## src/hdl/dcm_seq_pkg.sv

```systemverilog
// Package for the DC motor mode sequencer: key codes, mode codes, limits, result layout.
`timescale 1ns / 1ps

package dcm_seq_pkg;

    // Base ticks per 50 ms slot and slots in one pause
    localparam int TICKS_PER_SLOT = 500;
    localparam int PAUSE_SLOTS    = 20;
    localparam int PRESCALE_W     = $clog2(TICKS_PER_SLOT + 1);

    // Active-low key port codes
    localparam logic [7:0] KEY_START = 8'hFE;
    localparam logic [7:0] KEY_STOP  = 8'hFD;
    localparam logic [7:0] KEY_MODE  = 8'hFB;
    localparam logic [7:0] KEY_DIR   = 8'hF7;
    localparam logic [7:0] KEY_SPDUP = 8'hEF;
    localparam logic [7:0] KEY_SPDDN = 8'hDF;
    localparam logic [7:0] KEY_TUP   = 8'hBF;
    localparam logic [7:0] KEY_TDN   = 8'h7F;

    // Request kinds on the input tuser bit
    localparam logic OP_TICK = 1'b0;
    localparam logic OP_KEY  = 1'b1;

    // PWM period in ticks and off time limits
    localparam logic [4:0] PWM_PERIOD = 5'd20;
    localparam logic [3:0] OFF_MIN    = 4'd6;
    localparam logic [3:0] OFF_MAX    = 4'd14;
    localparam logic [3:0] OFF_RESET  = 4'd10;
    localparam logic [3:0] SPEED_BIAS = 4'd5;

    // Run time kept in units of 20 slots
    localparam logic [3:0] RUN_SEC_MIN   = 4'd1;
    localparam logic [3:0] RUN_SEC_MAX   = 4'd9;
    localparam logic [3:0] RUN_SEC_RESET = 4'd5;

    typedef enum logic [1:0] {
        MODE_CONT = 2'd0,
        MODE_REV  = 2'd1,
        MODE_JOG  = 2'd2
    } mode_t;

    // Result layout, lowest bit last
    typedef struct packed {
        logic [5:0] pad;
        logic [3:0] run_seconds;
        logic [3:0] speed_level;
        logic [1:0] mode_now;
        logic       running;
        logic       ccw_led;
        logic       cw_led;
        logic       stop_led;
        logic       run_led;
        logic       direction_relay;
        logic       power_relay;
        logic       pwm_out;
    } result_t;

endpackage

```

## src/hdl/dc_motor_mode_sequencer.sv

```systemverilog
// Top level of the DC motor mode sequencer: key and tick decode, cycle state, result register.
// The result of an accepted request is written to the output register.
// Throughput: one request per clock while the output register is empty or drained; the next-state
// logic is a single pass of short compares and increments between the state and result registers.
// Reset: rst_n resets all sequencer state asynchronously; output register empty, motor stopped.
`timescale 1ns / 1ps

module dc_motor_mode_sequencer (
    input  logic        clk,
    input  logic        rst_n,
    input  logic        s_tvalid,
    output logic        s_tready,
    input  logic [7:0]  s_tdata,   // [7:0] key_code
    input  logic        s_tuser,   // [0] op: 0 tick, 1 key event
    output logic        m_tvalid,
    input  logic        m_tready,
    output logic [23:0] m_tdata    // [0] pwm_out, [1] power_relay, [2] direction_relay,
                                   // [3] run_led, [4] stop_led, [5] cw_led, [6] ccw_led,
                                   // [7] running, [9:8] mode_now, [13:10] speed_level,
                                   // [17:14] run_seconds, [23:18] zero
);
    import dcm_seq_pkg::*;

    // Sequencer state
    logic                  run_reg, run_next;
    mode_t                 mode_reg, mode_next;
    logic                  dir_cnt_reg, dir_cnt_next;
    logic [3:0]            off_reg, off_next;
    logic [3:0]            run_sec_reg, run_sec_next;
    logic [1:0]            phase_reg, phase_next;
    logic [7:0]            slot_reg, slot_next;
    logic [PRESCALE_W-1:0] pre_reg, pre_next;
    logic [3:0]            pwm_cnt_reg, pwm_cnt_next;
    logic                  pin_reg, pin_next;
    logic                  power_reg, power_next;
    logic                  dirrel_reg, dirrel_next;
    logic                  led_run_reg, led_run_next;
    logic                  led_stop_reg, led_stop_next;
    logic                  led_cw_reg, led_cw_next;
    logic                  led_ccw_reg, led_ccw_next;

    // Output register
    logic                  valid_reg, valid_next;
    result_t               res_reg, res_next;

    logic                  accept;
    logic                  do_start;
    logic                  do_enter;
    logic [7:0]            run_slots;
    logic [7:0]            slot_lim;
    logic [4:0]            pwm_dur;
    logic [PRESCALE_W-1:0] pre_inc;
    logic [3:0]            pwm_inc;

    // Take a new request whenever the output register is empty or draining
    assign s_tready = !valid_reg || m_tready;
    assign accept   = s_tvalid && s_tready;

    // Run time in slots is run_sec * 20, built from two shifts
    assign run_slots = {run_sec_reg, 4'b0000} + {2'b00, run_sec_reg, 2'b00};
    assign slot_lim  = phase_reg[0] ? 8'(PAUSE_SLOTS) : run_slots;
    assign pwm_dur   = (phase_reg == 2'd0) ? (PWM_PERIOD - {1'b0, off_reg}) : {1'b0, off_reg};
    assign pre_inc   = pre_reg + 1'b1;
    assign pwm_inc   = pwm_cnt_reg + 4'd1;

    always_comb
    begin
        run_next      = run_reg;
        mode_next     = mode_reg;
        dir_cnt_next  = dir_cnt_reg;
        off_next      = off_reg;
        run_sec_next  = run_sec_reg;
        phase_next    = phase_reg;
        slot_next     = slot_reg;
        pre_next      = pre_reg;
        pwm_cnt_next  = pwm_cnt_reg;
        pin_next      = pin_reg;
        power_next    = power_reg;
        dirrel_next   = dirrel_reg;
        led_run_next  = led_run_reg;
        led_stop_next = led_stop_reg;
        led_cw_next   = led_cw_reg;
        led_ccw_next  = led_ccw_reg;
        do_start      = 1'b0;
        do_enter      = 1'b0;

        if (s_tuser == OP_KEY)
        begin
            case (s_tdata)
                KEY_START:
                begin
                    led_run_next  = 1'b1;
                    led_stop_next = 1'b0;
                    led_cw_next   = 1'b1;
                    led_ccw_next  = 1'b0;
                    do_start      = 1'b1;
                end
                KEY_STOP:
                begin
                    // Drop the run flag, power down and clear the cycle counters
                    run_next      = 1'b0;
                    phase_next    = 2'd0;
                    slot_next     = 8'd0;
                    pwm_cnt_next  = 4'd0;
                    pre_next      = '0;
                    led_run_next  = 1'b0;
                    led_stop_next = 1'b1;
                    led_cw_next   = 1'b0;
                    led_ccw_next  = 1'b0;
                    power_next    = 1'b0;
                    pin_next      = 1'b0;
                end
                KEY_MODE:
                begin
                    mode_next = (mode_reg == MODE_REV) ? MODE_JOG :
                                (mode_reg == MODE_CONT) ? MODE_REV : MODE_CONT;
                    do_start  = run_reg;
                end
                KEY_DIR:
                begin
                    dir_cnt_next = !dir_cnt_reg;
                    led_cw_next  = dir_cnt_reg;
                    led_ccw_next = !dir_cnt_reg;
                    dirrel_next  = dir_cnt_reg;
                    do_start     = run_reg;
                end
                KEY_SPDUP:
                begin
                    if (off_reg > OFF_MIN)
                    begin
                        off_next = off_reg - 4'd1;
                    end
                    do_start = run_reg;
                end
                KEY_SPDDN:
                begin
                    if (off_reg < OFF_MAX)
                    begin
                        off_next = off_reg + 4'd1;
                    end
                    do_start = run_reg;
                end
                KEY_TUP:
                begin
                    if (run_sec_reg < RUN_SEC_MAX)
                    begin
                        run_sec_next = run_sec_reg + 4'd1;
                    end
                    do_start = run_reg;
                end
                KEY_TDN:
                begin
                    if (run_sec_reg > RUN_SEC_MIN)
                    begin
                        run_sec_next = run_sec_reg - 4'd1;
                    end
                    do_start = run_reg;
                end
                default:
                begin
                    // Unknown key: hold everything
                end
            endcase
        end
        else if (run_reg)
        begin
            case (mode_reg)
                MODE_REV, MODE_JOG:
                begin
                    // Advance the slot prescaler; at slot end advance the slot or the phase
                    pre_next = pre_inc;
                    if (pre_inc >= PRESCALE_W'(TICKS_PER_SLOT))
                    begin
                        pre_next = '0;
                        if (slot_reg >= slot_lim)
                        begin
                            slot_next  = 8'd0;
                            phase_next = (mode_reg == MODE_REV) ? phase_reg + 2'd1
                                                                : {1'b0, !phase_reg[0]};
                            do_enter   = 1'b1;
                        end
                        else
                        begin
                            slot_next = slot_reg + 8'd1;
                        end
                    end
                end
                default:
                begin
                    // Continuous software PWM: high for 20 - off ticks, low for off ticks
                    pwm_cnt_next = pwm_inc;
                    if ({1'b0, pwm_inc} >= pwm_dur)
                    begin
                        pwm_cnt_next = 4'd0;
                        phase_next   = {1'b0, !phase_reg[0]};
                        do_enter     = 1'b1;
                    end
                end
            endcase
        end

        // Start or restart the cycle of the (possibly new) mode
        if (do_start)
        begin
            run_next     = 1'b1;
            phase_next   = 2'd0;
            slot_next    = 8'd0;
            pwm_cnt_next = 4'd0;
            pre_next     = '0;
            if (mode_next != MODE_REV && mode_next != MODE_JOG)
            begin
                power_next = 1'b1;
            end
            do_enter = 1'b1;
        end

        // Phase entry actions
        if (do_enter)
        begin
            case (mode_next)
                MODE_REV:
                begin
                    if (phase_next == 2'd0)
                    begin
                        led_run_next = 1'b1;
                        led_cw_next  = 1'b1;
                        led_ccw_next = 1'b0;
                        pin_next     = 1'b1;
                        dirrel_next  = 1'b1;
                        power_next   = 1'b1;
                    end
                    else if (phase_next == 2'd2)
                    begin
                        led_run_next = 1'b1;
                        led_cw_next  = 1'b0;
                        led_ccw_next = 1'b1;
                        dirrel_next  = 1'b0;
                        power_next   = 1'b1;
                    end
                    else
                    begin
                        power_next   = 1'b0;
                        led_run_next = 1'b0;
                    end
                end
                MODE_JOG:
                begin
                    if (phase_next == 2'd0)
                    begin
                        led_run_next = 1'b1;
                        pin_next     = 1'b1;
                        power_next   = 1'b1;
                    end
                    else
                    begin
                        power_next   = 1'b0;
                        pin_next     = 1'b0;
                        led_run_next = 1'b0;
                    end
                end
                default:
                begin
                    if (phase_next == 2'd0)
                    begin
                        led_run_next = 1'b1;
                        pin_next     = 1'b1;
                    end
                    else
                    begin
                        pin_next = 1'b0;
                    end
                end
            endcase
        end
    end

    // Result built from the next state of the accepted request
    always_comb
    begin
        res_next                 = res_reg;
        valid_next               = valid_reg;
        if (m_tready)
        begin
            valid_next = 1'b0;
        end
        if (accept)
        begin
            valid_next               = 1'b1;
            res_next.pad             = '0;
            res_next.run_seconds     = run_sec_next;
            res_next.speed_level     = off_next - SPEED_BIAS;
            res_next.mode_now        = mode_next;
            res_next.running         = run_next;
            res_next.ccw_led         = led_ccw_next;
            res_next.cw_led          = led_cw_next;
            res_next.stop_led        = led_stop_next;
            res_next.run_led         = led_run_next;
            res_next.direction_relay = dirrel_next;
            res_next.power_relay     = power_next;
            res_next.pwm_out         = pin_next;
        end
    end

    // Hold state and the output register; update state only on an accepted request
    always_ff @(posedge clk or negedge rst_n)
    begin
        if (!rst_n)
        begin
            run_reg      <= 1'b0;
            mode_reg     <= MODE_CONT;
            dir_cnt_reg  <= 1'b0;
            off_reg      <= OFF_RESET;
            run_sec_reg  <= RUN_SEC_RESET;
            phase_reg    <= 2'd0;
            slot_reg     <= 8'd0;
            pre_reg      <= '0;
            pwm_cnt_reg  <= 4'd0;
            pin_reg      <= 1'b0;
            power_reg    <= 1'b0;
            dirrel_reg   <= 1'b1;
            led_run_reg  <= 1'b0;
            led_stop_reg <= 1'b0;
            led_cw_reg   <= 1'b0;
            led_ccw_reg  <= 1'b0;
            valid_reg    <= 1'b0;
        end
        else
        begin
            valid_reg <= valid_next;
            if (accept)
            begin
                run_reg      <= run_next;
                mode_reg     <= mode_next;
                dir_cnt_reg  <= dir_cnt_next;
                off_reg      <= off_next;
                run_sec_reg  <= run_sec_next;
                phase_reg    <= phase_next;
                slot_reg     <= slot_next;
                pre_reg      <= pre_next;
                pwm_cnt_reg  <= pwm_cnt_next;
                pin_reg      <= pin_next;
                power_reg    <= power_next;
                dirrel_reg   <= dirrel_next;
                led_run_reg  <= led_run_next;
                led_stop_reg <= led_stop_next;
                led_cw_reg   <= led_cw_next;
                led_ccw_reg  <= led_ccw_next;
            end
        end
    end

    // Payload register needs no reset
    always_ff @(posedge clk)
    begin
        res_reg <= res_next;
    end

    assign m_tvalid = valid_reg;
    assign m_tdata  = res_reg;

endmodule
```

## config.mk

```make
export PLATFORM = sky130hd
export DESIGN_NAME = dc_motor_mode_sequencer
export DESIGN_NICKNAME = d
export VERILOG_FILES = /design/src/hdl/dcm_seq_pkg.sv /design/src/hdl/dc_motor_mode_sequencer.sv
export SDC_FILE = /design/constraint.sdc
export NUM_CORES = 1
export LEC_CHECK = 0
export ABC_AREA = 1
export BUFFER_PORTS_ARGS = -buffer_cell sky130_fd_sc_hd__buf_2
export CORE_AREA = 2 2 95 97
export CTS_CLUSTER_SIZE = 25
export DETAILED_ROUTE_END_ITERATION = 8
export DIE_AREA = 0 0 97 99
export PLACE_DENSITY = 0.78
export SYNTH_ARGS = -nofsm -noshare
export SYNTH_HDL_FRONTEND = slang
export SYNTH_SLANG_ARGS = --single-unit
```

## constraint.sdc

```tcl
create_clock -name clk -period 6.8 [get_ports clk]
set_input_delay 1.36 -clock clk [delete_from_list [all_inputs] [get_ports clk]]
set_output_delay 1.36 -clock clk [all_outputs]
set_load 0.01 [all_outputs]
```

==> run metrics, run 1 <==
status=complete, no violations; Clock Sinks=61; Place WS=3.29 ns; ant diodes=0; Final HPWL DP=6970 µm; DR DRC count=0; Crit path top cell by count=nand2_1; reg2reg setup slack=3.49 ns; post-CTS setup buffer count=0; Mapped Area=4220 µm²; Slew Limit Fails=0; clock buffer depth=2; post-synthesis register bit count=61; leakage power=2.30 nW; synth top area cells=dfrtp_1, nand2_1, edfxtp_1, ha_1, inv_1; final net count=634; CP top delay family=simple AND/OR/NAND/NOR gates; max reg flops=18; Die Area=9600 µm²; Pre-antenna DRT Iters=5; Slew HR=30.8%; worst-path cell chain=ha_1 -> fa_1 -> a21oi_1 -> o21ai_0 -> ha_1 -> nand2_1 -> nor2_1 -> nand2_1 -> nand2_1 -> nand2_1 -> nand2_1 -> nand3_1 -> nand2_1 -> nand2_1 -> a21oi_2 -> nand4_1 -> nand2_1 -> inv_1; register area share after synthesis=38.5%; largest net degree at the start of global routing=44; max incr delay on CP=0.43 ns; Min-Delay Path Depth=2; Synth Warn #=0; Synth-to-Final Area Change=10.3%; routed vias/inst=5.32; Final setup viols=0; Initial Utilization=49.3%; PD cells=342 nW/µm²; CTS resizes=0; Crit path depth=18; Ports=39; min Tclk post-route=3.31 ns; DR vias=3744; CTS tree=done; GR Overflow Total=0; Post-CTS Hold Buffers=0; final setup margin=3.49 ns; Tightest Hold Check Type=register to register; RePlAce Congestion=0.934; worst r2r src=run_sec_reg[2]; number of I/O port buffers=32; Iter 0 DRT Violations=151; Crit Path Class=register to register; critical path arrival=3.42 ns; Register-to-Register Path Depth=18; Synth area leader=dfrtp_1; CP Max Fanout=11; core area=8550 µm²; highest-delay cell along the critical path=dfstp_2; startpoint types=register; Num CTS Buffers=9; WP data required=6.92 ns; first-pass GRT wire length=16100 µm; die height=99 µm; Routed Antenna Nets=0; WL final=9400 µm; Max VDD drop=0.117 mV; worst hold start=dirrel_reg; Hold Path End=dirrel_reg; # Max-Cap Violations=0; vias in the first global route=3505; Synth top area share=22.5%; hold_ws=0.480 ns; setup TNS=0 ns; RSZ-0062 raised after global routing=no; Post-synth EDFFs=18; DIE WIDTH=97 µm; fraction of registers with async set/reset=70.5%; slew at the pin with the worst max-slew slack=1.04 ns; Hold Vio Cnt, Final=0; Post-Syn Instances=558; Overall Global Routing Usage=20.5%; WL/cell=13.3 µm; clk_skew=0.0119 ns; post-synthesis cell type count=49; layout cells sized above 1=13.6%; Layout Utilization=54.4%; Tcrit/Tclk final=48.6%; Critical Path End Type=register; site row count=34; Worst-Skew Late Latency=0.36 ns; Clock transition at path regs=0.07 ns; H-tree levels=3; FF-to-FF End=m_tdata[6]; mean post-synth cell area=7.56 µm²; Main synth FF type=dfrtp_1; CTS Root Cell=clkbuf_8; worst path buffer plus inverter count=1; Fmax achieved=0.302 GHz; Tot Pwr=1.59 mW; initial antenna violation count=0
-- through the flow --
stage,std cells,area (µm²)
6_report,704,4650
5_1_grt,704,4650
4_1_cts,704,4650
3_5_place_dp,688,4450
3_3_place_gp,688,4450
2_1_floorplan,563,4240
-- layout by cell type (no fill, tap or decap), types with 8 or more instances in the layout --
cell type | synthesis | routed
buf_2 | 3 | 32
nand2_1 | 157 | 157
a21oi_1 | 9 | 9
xor2_1 | 9 | 9
nand2_2 | 8 | 8
clkbuf_8 | 0 | 9
o21ai_0 | 50 | 50
nor2_1 | 36 | 36
ha_1 | 29 | 29
nor3_1 | 10 | 10
dfrtp_1 | 38 | 38
nand3_1 | 33 | 33
edfxtp_1 | 18 | 18
inv_1 | 77 | 77
nand4_1 | 11 | 11
-- Yosys cell counts, types with 3 or more instances --
cell	number
a21oi_1	9
a31oi_1	3
buf_2	3
buf_4	6
clkbuf_1	5
dfrtp_1	38
dfstp_2	5
edfxtp_1	18
ha_1	29
inv_1	77
inv_2	3
nand2_1	157
nand2_2	8
nand3_1	33
nand3_2	3
nand4_1	11
nor2_1	36
nor2_4	3
nor3_1	10
o21ai_0	50
o22ai_1	5
xnor2_1	3
xor2_1	9
-- cells by family (layout without fill, tap and decap cells) --
group | Yosys count | count (layout) | share of synthesized area (%)
AND/OR/NAND/NOR | 271 | 271 | 28.9
AO/OA/AOI/OAI | 84 | 84 | 11.5
other | 1 | 6 | 0.0889
adder cells (fa/ha/maj) | 30 | 30 | 9.07
flip-flops | 61 | 61 | 38.5
buffers and inverters | 99 | 132 | 9.46
XOR/XNOR | 12 | 12 | 2.49
-- worst min-delay path: stages (launching register included) --
cell and delay, ns:
dfstp_2 0.37, nand2_1 0.06, nand2_1 0.05
-- power by group --
| group | switching (mW) | leakage, nW | internal [mW] | total, mW |
|---|---|---|---|---|
| registers | 0.100 | 0.721 | 0.499 | 0.599 |
| logic | 0.417 | 1.48 | 0.242 | 0.659 |
| clock network | 0.162 | 0.100 | 0.171 | 0.333 |
-- worst max-delay path by stage --
stage,from,endpoint,slack (ns)
3_5_place_dp,s_tdata[4],m_tdata[6],3.29
6_report,run_sec_reg[2],m_tdata[6],3.49
2_1_floorplan,s_tuser,m_tdata[1],3.64
3_3_place_gp,s_tdata[4],m_tdata[6],3.36
4_1_cts,run_sec_reg[2],m_tdata[6],3.52
5_1_grt,run_sec_reg[2],m_tdata[6],3.33
-- final cells by class --
type | count | area [µm²]
clock inverter | 7 | 73.8
inverter | 83 | 313
tap | 108 | 135
clock buffer | 9 | 124
fill | 774 | 3900
multi-input combinational | 403 | 2220
sequential | 61 | 1620
timing repair buffer | 33 | 168
-- layer usage --
metal  GRT usage [%]  routed length, µm  up-vias
met4            10.1                213        0
met2            33.0               4490      125
met3            3.05                468       21
li1                -                  -     1881
met1            27.1               4220     1717
met5               0                  0        -
No activity file was read; power rests on OpenSTA's default activity.
==> run 2, diff against run 1 <==
==> constraint.sdc (replaced) <==
create_clock -name clk -period 3.1 [get_ports clk]
set_input_delay 0.62 -clock clk [delete_from_list [all_inputs] [get_ports clk]]
set_output_delay 0.62 -clock clk [all_outputs]
set_load 0.01 [all_outputs]
==> run 2 against run 1 <==
Cell count increased by 2.0%. Sequential power increased by 120%. Register-to-register slack got worse by 3.3 ns. Clock-buffer cell count unchanged. Critical path type unchanged. Critical endpoint is now led_run_reg. Largest cell class unchanged.
==> run metrics, run 2 (synthesis gave the netlist of run 1 again) <==
CP top delay family=simple AND/OR/NAND/NOR gates; CP Max Fanout=3 (-8); Initial Utilization=49.3% (unchanged); die height=99 µm (unchanged); highest-delay cell along the critical path=dfstp_2; Iter 0 DRT Violations=208 (+38%); Routed Antenna Nets=0 (unchanged); core area=8550 µm² (unchanged); grt met2 use=36.7% (+3.7 points); Critical Path End Type=register; ant diodes=0 (unchanged); max incr delay on CP=0.56 ns (+0.13 ns); Post-Layout Cell Count=718 (+2.0%); leakage power=2.37 nW (+3.2%); site row count=34 (unchanged); PD cells=764 nW/µm² (+120%); Fmax achieved=0.347 GHz (+15%); Pre-antenna DRT Iters=7 (+2); CTS Root Cell=clkbuf_8; Max VDD drop=0.457 mV (+290%); startpoint types=register; Clock Sinks=61 (unchanged); status=complete, no violations; WL/cell=13.4 µm (+0.73%); largest net degree at the start of global routing=44 (unchanged); reg2reg setup slack=0.22 ns (-3.27 ns); met3 GRT Util=3.26% (+0.21 points); crit path to=led_run_reg; Most Crowded Layer GR=met2; worst-path cell chain=ha_4 -> fa_2 -> nand2_2 -> ha_4 -> nand2_1 -> a21oi_1 -> nor2_1 -> nand3_1 -> nand2_1 -> nand3_1 -> nand2_1 -> nand2_1 -> a21oi_2 -> buf_4 -> nand3_2 -> nand2_1 -> nand2_1 -> nand2_2 -> nand2_1 -> nand2_1; met1 Usage GRT=26.4% (-0.61 points); Slew HR=30.1% (-0.69 points); CTS tree=done; worst path buffer plus inverter count=1 (unchanged); Ports=39 (unchanged); H-tree levels=3 (unchanged); Tcrit/Tclk final=92.9% (+44 points); Tightest Hold Check Type=input port to async pin; Slew Limit Fails=0 (unchanged); final net count=648 (+2.2%); clk_skew=0.0141 ns (+0.00222 ns); Crit Path Class=register to register; Die Area=9600 µm² (unchanged); Synth-to-Final Area Change=14.7%; FF-to-FF End=led_run_reg; GR Overflow Total=0 (unchanged); Layout Utilization=56.6% (+2.2 points); number of I/O port buffers=32 (unchanged); WL final=9650 µm (+2.7%); critical path arrival=3.16 ns (-0.26 ns); initial antenna violation count=0 (unchanged); layout filler cell count=767 (-0.90%); min Tclk post-route=2.88 ns (-0.427 ns); worst r2r src=run_sec_reg[0]; DR vias=3787 (+1.1%); first-pass GRT wire length=16500 µm (+2.5%); clock buffer depth=2 (unchanged); cell area after layout=4840 µm² (+4.0%); Cell Area, Placed=4530 µm² (+1.7%); commonest non-fill, non-tap cell in the layout=nand2_1; WP data required=3.38 ns (-3.54 ns); Hold Vio Cnt, Final=0 (unchanged); DR DRC count=0 (unchanged); slew at the pin with the worst max-slew slack=1.05 ns (+0.0103 ns); vias in the first global route=3606 (+2.9%); max reg flops=18 (unchanged); Worst-Skew Late Latency=0.34 ns (-0.02 ns); crit path launch=run_sec_reg[0]; hold_ws=0.473 ns (-0.00669 ns); Final setup viols=0 (unchanged); placed cell count=698 (+1.5%); Final HPWL DP=7170 µm (+2.9%); Num CTS Buffers=9 (unchanged); Tot Pwr=3.70 mW (+130%); Clock transition at path regs=0.08 ns (about the same); RePlAce Congestion=0.868 (-7.1%); DIE WIDTH=97 µm (unchanged); layout cells sized above 1=17.4% (+3.8 points); routed vias/inst=5.27 (-0.82%); Overall Global Routing Usage=21.0% (+0.57 points); Crit path top cell by count=nand2_1; Register-to-Register Path Depth=20 (+2); # Max-Cap Violations=0 (unchanged); most frequent cells in the layout=nand2_1, inv_1, o21ai_0; Crit path depth=20 (+2)
==> run 2: worst min-delay path by stage <==
stage | slack [ns] | endpoint | cells after the start | from
final | 0.47 | pre_reg[2] | 1 | rst_n
after global placement | 0.46 | dirrel_reg | 2 | dirrel_reg
after global routing | 0.52 | dirrel_reg | 2 | dirrel_reg
after detailed placement | 0.47 | power_reg | 2 | power_reg
after floorplan | 0.32 | dir_cnt_reg | 0 | rst_n
after CTS | 0.49 | power_reg | 2 | power_reg
==> run 2: worst reg2reg max path, cell delays in order (launching register included) <==
cell and delay [ns]:
dfstp_2 0.56, ha_4 0.14, fa_2 0.43, nand2_2 0.10, ha_4 0.20, nand2_1 0.06
a21oi_1 0.06, nor2_1 0.17, nand3_1 0.10, nand2_1 0.07, nand3_1 0.07, nand2_1 0.08
nand2_1 0.06, a21oi_2 0.17, buf_4 0.14, nand3_2 0.08, nand2_1 0.07, nand2_1 0.05
nand2_2 0.08, nand2_1 0.05, nand2_1 0.09
==> run 2: timing repair <==
| item | 4_1_cts | 5_1_grt |
|---|---|---|
| setup buffers | 0 | 4 |
| endpoints found under the setup margin | 0 | 10 |
| gates resized for setup | 0 | 12 |
| hold buffers | 0 | 0 |
==> run 2: cell type report <==
class | instances | area, µm² | share of cell area [%]
Multi-Input combinational cell | 403 | 2270 | 46.9
Inverter | 83 | 313 | 6.46
Clock buffer | 9 | 124 | 2.56
Timing Repair Buffer | 47 | 273 | 5.64
Clock inverter | 7 | 98.8 | 2.04
Tap cell | 108 | 135 | 2.79
Sequential cell | 61 | 1620 | 33.6
==> run 2: where the power goes <==
part	total, mW	switching [mW]	internal, mW
registers	1.29	0.191	1.09
logic	1.61	0.987	0.627
clock network	0.797	0.341	0.457
==> run 2: stage by stage <==
stage                     setup slack [ns]  setup TNS [ns]
after detailed placement             0.148               0
after global routing               -0.0164         -0.0165
after global placement               0.275               0
after floorplan                      0.307               0
final                                0.220               0
after CTS                            0.135               0
==> run 2: per-layer routing <==
layer	share of wire (%)	vias up
met4	1.5	0
met5	0	-
li1	-	1898
met1	43	1768
met3	4.7	11
met2	51	110
==> run 3, diff against run 2 <==
--- a/config.mk
+++ b/config.mk
@@ -7,11 +7,11 @@
 export LEC_CHECK = 0
 export ABC_AREA = 1
 export BUFFER_PORTS_ARGS = -buffer_cell sky130_fd_sc_hd__buf_2
-export CORE_AREA = 2 2 95 97
+export CORE_AREA = 2 2 106 108
 export CTS_CLUSTER_SIZE = 25
 export DETAILED_ROUTE_END_ITERATION = 8
-export DIE_AREA = 0 0 97 99
-export PLACE_DENSITY = 0.78
+export DIE_AREA = 0 0 108 110
+export PLACE_DENSITY = 0.67
 export SYNTH_ARGS = -nofsm -noshare
 export SYNTH_HDL_FRONTEND = slang
 export SYNTH_SLANG_ARGS = --single-unit
==> run 3 against run 2 <==
Worst setup slack lost 0.020 ns. Sequential share of layout area shrank 0.087 points. Flip-flop and latch count is the same. Non-clock buffer count is the same. Largest power group unchanged. Via count shrank 0.29%. Largest cell class unchanged. First-iteration DRC count grew 17%. Routed wire length grew 3.3%. Total power shrank 0.66%. Hold slack lost 0.015 ns. Utilization shrank 11 points.
==> run metrics, run 3 (synthesis gave the netlist of run 1 again) <==
Hold Vio Cnt, Final=0 (unchanged); number of I/O port buffers=32 (unchanged); Net Sw Frac=41.3% (+0.16 points); worst-path cell chain=inv_1 -> ha_1 -> inv_1 -> o21ai_0 -> ha_1 -> nand2_1 -> nand2_1 -> nand3_1 -> nand2_1 -> inv_1 -> nand3_1 -> inv_1 -> nand2_1 -> a21oi_1 -> a21oi_2 -> buf_4 -> nand3_1 -> nand2_1 -> nand2_1 -> nand2_1; DR vias=3776 (-0.29%); CTS Root Cell=clkbuf_8; die height=110 µm (+11%); setup TNS=0 ns (unchanged); DIE WIDTH=108 µm (+11%); Crit Path Class=register to register; Iter 0 DRT Violations=244 (+17%); Clock Sinks=61 (unchanged); commonest non-fill, non-tap cell in the layout=nand2_1; grt met2 use=29.4% (-7.3 points); vias in the first global route=3620 (+0.39%); ant diodes=0 (unchanged); max incr delay on CP=0.38 ns (-0.18 ns); switching power=1.51 mW (-0.29%); RePlAce Congestion=0.868 (about the same); core area=10700 µm² (+25%); WL final=9970 µm (+3.3%); # Max-Cap Violations=0 (unchanged); Routed Antenna Nets=0 (unchanged); met3 GRT Util=3.23% (-0.029 points); startpoint types=register; leakage power=2.36 nW (-0.36%); Pre-antenna DRT Iters=4 (-3); Crit path top cell by count=nand2_1; Fmax achieved=0.345 GHz (-0.68%); slew at the pin with the worst max-slew slack=1.02 ns (-0.0317 ns); Slew HR=32.2% (+2.1 points); H-tree levels=3 (unchanged); Post-CTS Hold Buffers=0 (unchanged); GR Overflow Total=0 (unchanged); Ports=39 (unchanged); DR DRC count=0 (unchanged); Num CTS Buffers=9 (unchanged); Initial Utilization=39.4% (-9.9 points); met1 Usage GRT=23.1% (-3.3 points); Final HPWL DP=7400 µm (+3.1%); Max VDD drop=0.313 mV (-31%); reg2reg setup slack=0.20 ns (-0.02 ns); site row count=38 (+12%); worst path buffer plus inverter count=5 (+4); largest net degree at the start of global routing=44 (unchanged); Slew Limit Fails=0 (unchanged); final net count=648 (unchanged); Clock Power Share=21.5% (about the same); Register-to-Register Path Depth=20 (unchanged); final setup margin=0.200 ns (-0.0196 ns); WP data required=3.19 ns (-0.19 ns); RSZ-0062 raised after global routing=no; status=complete, no violations; Overall Global Routing Usage=17.6% (-3.4 points); Most Crowded Layer GR=met2; FF-to-FF End=m_tdata[1]; Synth-to-Final Area Change=15.0%; min Tclk post-route=2.90 ns (+0.0196 ns); Place WS=0.0641 ns (-0.0840 ns); combinational group share of total power=43.6% (about the same); PD cells=757 nW/µm² (-0.92%); CP Max Fanout=5 (+2); layout cells sized above 1=16.7% (-0.66 points); Tot Pwr=3.67 mW (-0.66%); highest-delay cell along the critical path=dfrtp_1; CTS tree=done; CP top delay family=simple AND/OR/NAND/NOR gates; critical path arrival=2.99 ns (-0.17 ns); Critical Path End Type=register; most frequent cells in the layout=nand2_1, inv_1, o21ai_0; clock buffer depth=2 (unchanged); first-pass GRT wire length=16600 µm (+0.96%); crit path launch=phase_reg[0]; worst r2r src=phase_reg[0]; sequential share of power=34.9% (about the same); Int Power=2.16 mW (-0.93%); initial antenna violation count=0 (unchanged); max reg flops=18 (unchanged); Final setup viols=0 (unchanged); clk_skew=0.0143 ns (+0.000207 ns); Clock transition at path regs=0.08 ns (about the same); Tcrit/Tclk final=93.6% (+0.63 points); Tightest Hold Check Type=input port to async pin; Die Area=11900 µm² (+24%); WL/cell=13.3 µm (-1.1%); Worst-Skew Late Latency=0.34 ns (about the same); routed vias/inst=5.03 (-4.5%)
## run 3: cell types whose count changed in the layout (fill, tap and decap cells not counted), moves of 2 or more
cell        delta
nand2_2        -2
clkinvlp_4     +2
ha_1           +2
nand2_1        +2
clkinv_4       -2
## run 3: metal layers
layer  wire length [µm]  share of wire [%]
met5                  0                  0
met4                170                1.7
met3                366                3.7
met2               4840                 49
met1               4590                 46
## run 3: cell type report
class | instances | area, µm²
Timing Repair Buffer | 47 | 273
Tap cell | 140 | 175
Multi-Input combinational cell | 403 | 2250
Inverter | 83 | 313
Sequential cell | 61 | 1620
Clock inverter | 6 | 87.6
Fill cell | 1069 | 5850
Clock buffer | 10 | 128
## run 3: worst reg2reg max path: cells and delay by family, from the launching register on
kind            cells  cell delay [ns]
flops               1             0.38
compound gates      3             0.48
buf+inv             5             0.57
fa+ha+maj           2             0.58
simple gates       10             0.64
## run 3: stage by stage
step / area [µm²] / hold WS [ns] / instances / util, %
after global placement: 4580 / 0.461 / 731 / 42.8
after global routing: 4850 / 0.512 / 750 / 45.4
after CTS: 4790 / 0.497 / 747 / 44.8
after floorplan: 4240 / 0.324 / 563 / -
final: 4850 / 0.458 / 750 / 45.4
after detailed placement: 4580 / 0.475 / 731 / 42.8
## run 3: power groups by stage
stage	Clock [mW]	Sequential, mW	Combinational (mW)
finish	0.788	1.28	1.60
global route	0.836	1.31	1.84
CTS	0.807	1.28	1.52
detailed placement	0	1.29	1.51
global placement	0	1.28	1.45
floorplan	0	1.28	1.11
## run 3: repair_timing
action	in CTS	in global routing
setup buffers	0	3
gates resized for setup	0	9
setup endpoints to repair	0	12
## run 3: how the worst max path moves through the flow
stage | slack (ns) | to | cells past startpoint
3_3_place_gp | 0.18 | m_tdata[6] | 18
2_1_floorplan | 0.31 | m_tdata[6] | 18
3_5_place_dp | 0.06 | m_tdata[6] | 18
6_report | 0.20 | m_tdata[1] | 20
4_1_cts | 0.06 | led_run_reg | 22
5_1_grt | 0.0005 | led_run_reg | 20
